$ cat src/sv/spectral_grain_sorter_macros.svh
// assertion helpers shared by the sorter modules
`ifndef SPECTRAL_GRAIN_SORTER_MACROS_SVH
`define SPECTRAL_GRAIN_SORTER_MACROS_SVH

// same-cycle implication, reset masked
`define SGS_ASSERT_IMP(lbl, ck, rn, ante, cons) \
    lbl: assert property (@(posedge ck) disable iff (!rn) (ante) |-> (cons)) \
        else $error("sgs check failed");

// next-cycle implication, reset masked
`define SGS_ASSERT_NXT(lbl, ck, rn, ante, cons) \
    lbl: assert property (@(posedge ck) disable iff (!rn) (ante) |=> (cons)) \
        else $error("sgs check failed");

`endif

$ cat src/sv/sgs_pkg.sv
package sgs_pkg;

    localparam int CFG_W = 9;

    // configuration register indexes
    localparam logic [1:0] REG_ROTATION    = 2'd0;
    localparam logic [1:0] REG_GRAIN_COUNT = 2'd1;
    localparam logic [1:0] REG_DESCENDING  = 2'd2;

    typedef struct packed {
        logic signed [8:0] rotation;
        logic [8:0]        grain_count;
        logic              descending;
    } sgs_cfg_t;

    // classification of one queued beat
    typedef struct packed {
        logic first;   // frame position zero
        logic body;    // positions 1..half frame
        logic last;    // final position of the frame
    } sgs_tag_t;

endpackage

$ cat src/sv/sgs_front.sv
`include "spectral_grain_sorter_macros.svh"

module sgs_front #(
    parameter int HALF_FRAME  = 256,
    parameter int SAMPLE_BITS = 24
) (
    input  logic                               clk,
    input  logic                               rst_n,
    input  logic                               in_valid,
    output logic                               in_stall,
    input  logic signed [SAMPLE_BITS-1:0]      in_sample,
    output logic                               q_valid,
    input  logic                               q_pop,
    output logic signed [SAMPLE_BITS-1:0]      q_sample,
    output logic [$clog2(HALF_FRAME)-1:0]      q_idx,
    output sgs_pkg::sgs_tag_t                  q_tag
);
    import sgs_pkg::*;

    localparam int IW    = $clog2(HALF_FRAME);
    localparam int PW    = $clog2(2 * HALF_FRAME);
    localparam int DEPTH = 4;
    localparam int DW    = $clog2(DEPTH);

    localparam logic [PW-1:0] POS_LAST = PW'(2 * HALF_FRAME - 1);
    localparam logic [PW-1:0] POS_HALF = PW'(HALF_FRAME);

    logic [PW-1:0] pos_reg, pos_next;
    logic [DW-1:0] wr_ptr_reg, wr_ptr_next, rd_ptr_reg, rd_ptr_next;
    logic [DW:0]   count_reg, count_next;

    logic signed [SAMPLE_BITS-1:0] smp_mem [DEPTH];
    logic [IW-1:0]                 idx_mem [DEPTH];
    sgs_tag_t                      tag_mem [DEPTH];

    logic     accept;
    sgs_tag_t tag_new;

    assign in_stall = (count_reg == (DW+1)'(DEPTH));
    assign accept   = in_valid && !in_stall;

    // classify by frame position
    always_comb
    begin
        tag_new.first = (pos_reg == '0);
        tag_new.body  = (pos_reg != '0) && (pos_reg <= POS_HALF);
        tag_new.last  = (pos_reg == POS_LAST);
    end

    always_comb
    begin
        pos_next    = pos_reg;
        wr_ptr_next = wr_ptr_reg;
        rd_ptr_next = rd_ptr_reg;
        count_next  = count_reg;
        if (accept)
        begin
            pos_next    = tag_new.last ? '0 : pos_reg + PW'(1);
            wr_ptr_next = wr_ptr_reg + DW'(1);
        end
        if (q_pop)
        begin
            rd_ptr_next = rd_ptr_reg + DW'(1);
        end
        case ({accept, q_pop})
            2'b10:   count_next = count_reg + (DW+1)'(1);
            2'b01:   count_next = count_reg - (DW+1)'(1);
            default: count_next = count_reg;
        endcase
    end

    always_ff @(posedge clk or negedge rst_n)
    begin
        if (!rst_n)
        begin
            pos_reg    <= '0;
            wr_ptr_reg <= '0;
            rd_ptr_reg <= '0;
            count_reg  <= '0;
        end
        else
        begin
            pos_reg    <= pos_next;
            wr_ptr_reg <= wr_ptr_next;
            rd_ptr_reg <= rd_ptr_next;
            count_reg  <= count_next;
        end
    end

    always_ff @(posedge clk)
    begin
        if (accept)
        begin
            smp_mem[wr_ptr_reg] <= in_sample;
            idx_mem[wr_ptr_reg] <= IW'(pos_reg - PW'(1));
            tag_mem[wr_ptr_reg] <= tag_new;
        end
    end

    assign q_valid  = (count_reg != '0);
    assign q_sample = smp_mem[rd_ptr_reg];
    assign q_idx    = idx_mem[rd_ptr_reg];
    assign q_tag    = tag_mem[rd_ptr_reg];

    `SGS_ASSERT_IMP(a_count_bound, clk, rst_n, 1'b1, count_reg <= (DW+1)'(DEPTH))
    `SGS_ASSERT_NXT(a_count_grow, clk, rst_n, accept && !q_pop,
        count_reg == $past(count_reg) + (DW+1)'(1))
    `SGS_ASSERT_IMP(a_stall_has_data, clk, rst_n, in_stall, q_valid)

endmodule

$ cat config.mk
export PLATFORM = sky130hd
export DESIGN_NAME = sgs_front
export DESIGN_NICKNAME = d
export VERILOG_FILES = /design/src/sv/sgs_pkg.sv /design/src/sv/sgs_front.sv
export VERILOG_INCLUDE_DIRS = /design/src /design/src/sv
export SDC_FILE = /design/constraint.sdc
export NUM_CORES = 1
export LEC_CHECK = 0
export BUFFER_PORTS_ARGS = -buffer_cell sky130_fd_sc_hd__buf_2
export CORE_ASPECT_RATIO = 1.75
export CORE_MARGIN = 2
export CORE_UTILIZATION = 35
export DETAILED_ROUTE_END_ITERATION = 10
export PLACE_DENSITY_LB_ADDON = 0.1
export SKIP_CTS_REPAIR_TIMING = 1
export SLEW_MARGIN = 0
export SYNTH_ARGS = -nofsm -noshare
export SYNTH_HDL_FRONTEND = slang
export SYNTH_SLANG_ARGS = --single-unit
$ cat constraint.sdc
create_clock -name clk -period 3.4 [get_ports clk]
set_input_delay 0 -clock clk [delete_from_list [all_inputs] [get_ports clk]]
set_output_delay 0 -clock clk [all_outputs]
set_load 0.05 [all_outputs]
==> results_dict.tcl, run 1 <==
set metrics [dict create \
    hpwl_mm 7.02 \
    skew_ps 9.01 \
    cts.clk_slew.worst_paths_ps 60 \
    finalWirelength_mm 11.6 \
    die_x_um 104 \
    p_leak_uw 0.00264 \
    largest_reg_flops 96 \
    cpMaxStageDelayCell "dfrtp_2" \
    crit_path_start_kind "flip-flop" \
    diodes 0 \
    fillers 1561 \
    synth-seq-area-share_pct 75.3 \
    p_switching_uw 2990 \
    syn_area_per_cell_um2 20.7 \
    fin_crit_ps 2410 \
    gp_congestion 0.834 \
    clockRootBuffer "clkbuf_16" \
    numCtsBuffers 17 \
    drt-initial-drc-count 76 \
    vdd_drop_max_mv 0.554 \
    pwr-share-seq_pct 40.2 \
    io_pins 65 \
    syn_nets 335 \
    rsz0062_at_grt "no" \
    num_vias 3096 \
    p_sw_share_pct 39.5 \
    top_regs "smp_mem x96, idx_mem x32, tag_mem x12" \
    maxSlewHeadroom_pct 36.1 \
    drv_slew 0 \
    vias_per_cell 4.82 \
    synth_cells 296 \
    setup_viol 0 \
    setup_ws_ps 987 \
    nNetsFinal 437 \
    slowest_delay_ps 840 \
    clock-sinks 156 \
    ant_nets 0 \
    initial_core_util_pct 35.4 \
    arrival_ps 2410 \
    hold_viol_final 0 \
    path_cells "buf_4, mux4_2, buf_2" \
    path_class "flip-flop to primary output" \
    crit_start "rd_ptr_reg[0]" \
    tightest_slew_ps 959 \
    reg2reg_from "count_reg[2]" \
    antenna_found_initial 0 \
    fmax_mhz 414 \
    whs_ps 52.5 \
    dp_cells 584 \
    required_ps 3400 \
    rows 64 \
    grt_overflow 0 \
    grt_pass1_wl_mm 18.0 \
    die_h_um 179 \
    routedWlPerCell_um 18.0 \
    cap_viol_max_count 0 \
    cts_htree_levels 4 \
    core_um2 17300 \
    p_comb_share_pct 36.2 \
    grt_pass1_vias 3190 \
    p_clk_share_pct 23.6 \
    timing.final.crit_share_pct 71.0 \
    grt_usage_pct 13.0 \
    cp_max_fo 21 \
    ys_seq_elements 156 \
    ys_warn_count 0 \
    hold_class "primary input to async pin" \
    drt-pass1-iter-count 4 \
    cts_tree "built" \
    grt_max_degree 37 \
    r2r_slack_ps 1250 \
    crit_path_end_kind "primary output" \
    dieArea_um2 18600 \
    p_int_uw 4600 \
    remaining_drc_errors 0 \
    layout_commonest_cell "edfxtp_1" \
    reg2reg_to "smp_mem[0][18]" \
    synthArstFlopShare_pct 10.3 \
    ys.flop_type "edfxtp_1" \
    yosysUniqueCellTypes 36 \
    clockBufferDepth 2 \
    post-place-ws_ps 1160 \
    area_growth_pct 23.5 \
    layout_common_cells "edfxtp_1 (140), buf_2 (64), mux4_2 (35), dlygate4sd3_1 (26), clkbuf_16 (17)" \
    reg2regPathDepth 4 \
    stdcell_count 642 \
    final.setup.tns_ps 0 \
    clk_latency_ps 410 \
    synth_edf_count 140 \
    drive_gt1_share_pct 36.5 \
    port_buffers 64 \
    syn_area_um2 6120 \
    outcome "finished, final reports clean" \
    largest_register "smp_mem" \
    final_util_pct 43.7 \
    power_density_nw_per_um2 1000 \
]
-- layout make-up --
cell class                      count  area, µm²  area share, %
Tap cell                          231        289           3.83
Clock inverter                     14        134           1.77
Inverter                           13       48.8          0.646
Sequential cell                   156       4610           61.0
Multi-Input combinational cell    113       1410           18.7
Clock buffer                       18        429           5.68
Timing Repair Buffer               97        633           8.38
-- cells in the mapped netlist (4+ instances only) --
| cell type | number | share of area [%] |
|---|---|---|
| xor2_1 | 7 | 1.0 |
| mux4_2 | 35 | 13 |
| o21ai_0 | 7 | 0.57 |
| dfrtp_1 | 16 | 6.5 |
| edfxtp_1 | 140 | 69 |
| o31ai_2 | 4 | 0.82 |
| ha_1 | 10 | 2.0 |
| buf_2 | 6 | 0.49 |
| nor2_1 | 11 | 0.67 |
| nand2_1 | 7 | 0.43 |
| inv_1 | 13 | 0.80 |
| xnor2_1 | 5 | 0.72 |
-- per-stage QoR --
step	area, µm²	total power, µW
floorplan	6120	5150
global placement	6730	5850
detailed placement	6730	5890
CTS	7290	7690
global route	7550	7960
finish	7550	7590
-- worst max-delay path by stage --
stage | to | slack (ps) | depth (start not counted)
2_1_floorplan | idx_mem[0][0] | 400 | 5
3_3_place_gp | smp_mem[0][10] | 1250 | 4
3_5_place_dp | smp_mem[0][19] | 1160 | 4
4_1_cts | q_sample[20] | 860 | 3
5_1_grt | q_sample[20] | 800 | 3
6_report | q_sample[20] | 990 | 3
-- cells by family after synthesis --
kind of cell	after synthesis	synth area share, %
AOI/OAI and AO/OA	17	2.09
xor gates and xnor gates	12	1.72
adders and majority gates	11	2.37
buffers and inverters	27	2.15
DFF	156	75.3
muxes	38	13.4
and+or+nand+nor	35	3.01
-- layer usage --
layer / vias to the layer above / GRT usage [%] / share of wire (%)
met4: 0 / 5.07 / 1.4
met3: 13 / 2.98 / 2.6
met2: 54 / 23.6 / 55
met1: 1647 / 14.9 / 41
li1: 1382 / - / -
met5: - / 0 / 0
-- worst max-delay path, delay by kind of cell, from the launching register on --
| family | cells | cell delay, ps |
|---|---|---|
| DFF | 1 | 840 |
| buffers and inverters | 2 | 600 |
| muxes | 1 | 550 |
-- power by group through the flow --
stage          combinational [µW]  clock [µW]  sequential (µW)
2_1_floorplan                2320           0             2830
3_3_place_gp                 2760           0             3090
3_5_place_dp                 2780           0             3110
4_1_cts                      2780        1840             3070
5_1_grt                      2920        1920             3120
6_report                     2750        1790             3050
Note: power is estimated with default switching activity, not from simulation.
==> run 2: changes to the inputs <==
- clock period: 3.4 -> 2.2 ns (I/O delays scaled with it)
==> results_dict.tcl, run 2 (synthesized netlist as in run 1, its figures left out) <==
set metrics [dict create \
    post-place-ws_ps 175 \
    vdd_drop_max_mv 0.703 \
    port_buffers 64 \
    ant_nets 0 \
    hold_end "count_reg[0]" \
    vias_per_cell 4.69 \
    path_class "flip-flop to flip-flop" \
    p_int_uw 7240 \
    area_growth_pct 25.5 \
    p_leak_uw 0.00267 \
    skew_ps 14.4 \
    cap_viol_max_count 0 \
    nNetsFinal 441 \
    crit_path_end_kind "flip-flop" \
    drt-initial-drc-count 125 \
    outcome "finished, final reports clean" \
    fmax_mhz 492 \
    io_pins 65 \
    grt_pass1_wl_mm 18.0 \
    final_util_pct 44.4 \
    cp_max_fo 9 \
    top_regs "smp_mem x96, idx_mem x32, tag_mem x12" \
    hold_viol_final 0 \
    dp_cells 588 \
    reg2reg_to "pos_reg[2]" \
    layout_common_cells "edfxtp_1 (140), buf_2 (64), mux4_2 (35), dlygate4sd3_1 (26), clkbuf_16 (17)" \
    finalWirelength_mm 11.6 \
    fin_crit_ps 2030 \
    initial_core_util_pct 35.4 \
    setup_viol 0 \
    core_um2 17300 \
    pwr-share-seq_pct 37.5 \
    arrival_ps 2300 \
    grt_pass1_vias 3153 \
    clock-sinks 156 \
    p_sw_share_pct 39.2 \
    dieArea_um2 18600 \
    largest_reg_flops 96 \
    grt_overflow 0 \
    largest_register "smp_mem" \
    drv_slew 0 \
    die_h_um 179 \
    required_ps 2470 \
    tightest_slew_ps 417 \
    drive_gt1_share_pct 37.8 \
    reg2regPathDepth 6 \
    stdcell_count 646 \
    grt_max_degree 36 \
    r2r_slack_ps 170 \
    antenna_found_initial 0 \
    layout_commonest_cell "edfxtp_1" \
    gp_congestion 0.736 \
    p_switching_uw 4660 \
    fillers 1572 \
    rsz0062_at_grt "no" \
    crit_path_start_kind "flip-flop" \
    cts.clk_slew.worst_paths_ps 70 \
    grt_usage_pct 13.1 \
    cts_htree_levels 4 \
    numCtsBuffers 17 \
    p_comb_share_pct 39.2 \
    setup_ws_ps 166 \
    power_density_nw_per_um2 1550 \
    timing.final.crit_share_pct 92.5 \
    clockRootBuffer "clkbuf_16" \
    hold_class "primary input to flip-flop" \
    num_vias 3028 \
    min_from "in_valid" \
    clockBufferDepth 2 \
    cts_tree "built" \
    routedWlPerCell_um 18.0 \
    p_clk_share_pct 23.3 \
    min_delay_path_depth 4 \
    die_x_um 104 \
    maxSlewHeadroom_pct 72.2 \
    drt-pass1-iter-count 4 \
    hpwl_mm 6.92 \
    diodes 0 \
    remaining_drc_errors 0 \
    rows 64 \
    clk_latency_ps 410 \
    reg2reg_from "pos_reg[0]" \
]
## run 2: cell types whose count changed in the layout (fill, tap and decap cells not counted), moves of 2 or more
cell / before / now
buf_4: 7 / 5
clkinv_2: 2 / 0
buf_12: 0 / 6
clkinvlp_4: 2 / 5
## run 2: per-layer routing
| metal | wire (µm) | part of all wire [%] | up-vias | global-route usage [%] |
|---|---|---|---|---|
| met5 | 0 | 0 | - | 0 |
| met4 | 165 | 1.4 | 0 | 5.24 |
| met3 | 269 | 2.3 | 8 | 3.13 |
| met2 | 6510 | 56 | 50 | 24.2 |
| met1 | 4660 | 40 | 1582 | 14.6 |
| li1 | - | - | 1388 | - |
## run 2: final cells by class
| type | instances | area [µm²] | area share (%) |
|---|---|---|---|
| well taps | 231 | 289 | 3.76 |
| flip-flops and latches | 156 | 4610 | 60.0 |
| repair buffers | 101 | 738 | 9.61 |
| clock buffers | 19 | 433 | 5.64 |
| clock inverters | 13 | 131 | 1.71 |
| inverters | 13 | 48.8 | 0.635 |
| multi-input cells | 113 | 1430 | 18.7 |
## run 2: how the worst max path moves through the flow
stage                            start      endpoint  slack, ps  depth (start not counted)
after floorplan           count_reg[0]  count_reg[2]       -180                         10
after global placement      pos_reg[0]    pos_reg[2]        260                          6
after detailed placement    pos_reg[1]    pos_reg[2]        180                          6
after CTS                   pos_reg[0]    pos_reg[2]        150                          6
after global routing        pos_reg[0]    pos_reg[2]         20                          6
final                       pos_reg[0]    pos_reg[2]        170                          6
## run 2: stage by stage
stage	area [µm²]	TNS [ps]	total power, µW	hold WS [ps]
after CTS	7420	0	12100	-478
after floorplan	6160	-17530	8000	-296
after global placement	6860	0	9240	-38.0
final	7680	0	11900	11.5
after detailed placement	6860	0	9280	-29.0
after global routing	7680	0	12500	18.7
## run 2: worst max-delay path, cell delays in order, from the launching register on
cell,delay [ps]
dfrtp_1,440
ha_1,290
nand4_1,140
nor2_1,150
ha_1,340
or2_1,370
o21ai_0,160
## run 2: power groups by stage
stage	combinational [µW]	sequential [µW]	clock, µW
floorplan	3630	4370	0
global placement	4750	4490	0
detailed placement	4750	4530	0
CTS	4760	4470	2840
global route	5000	4540	2950
finish	4670	4460	2770
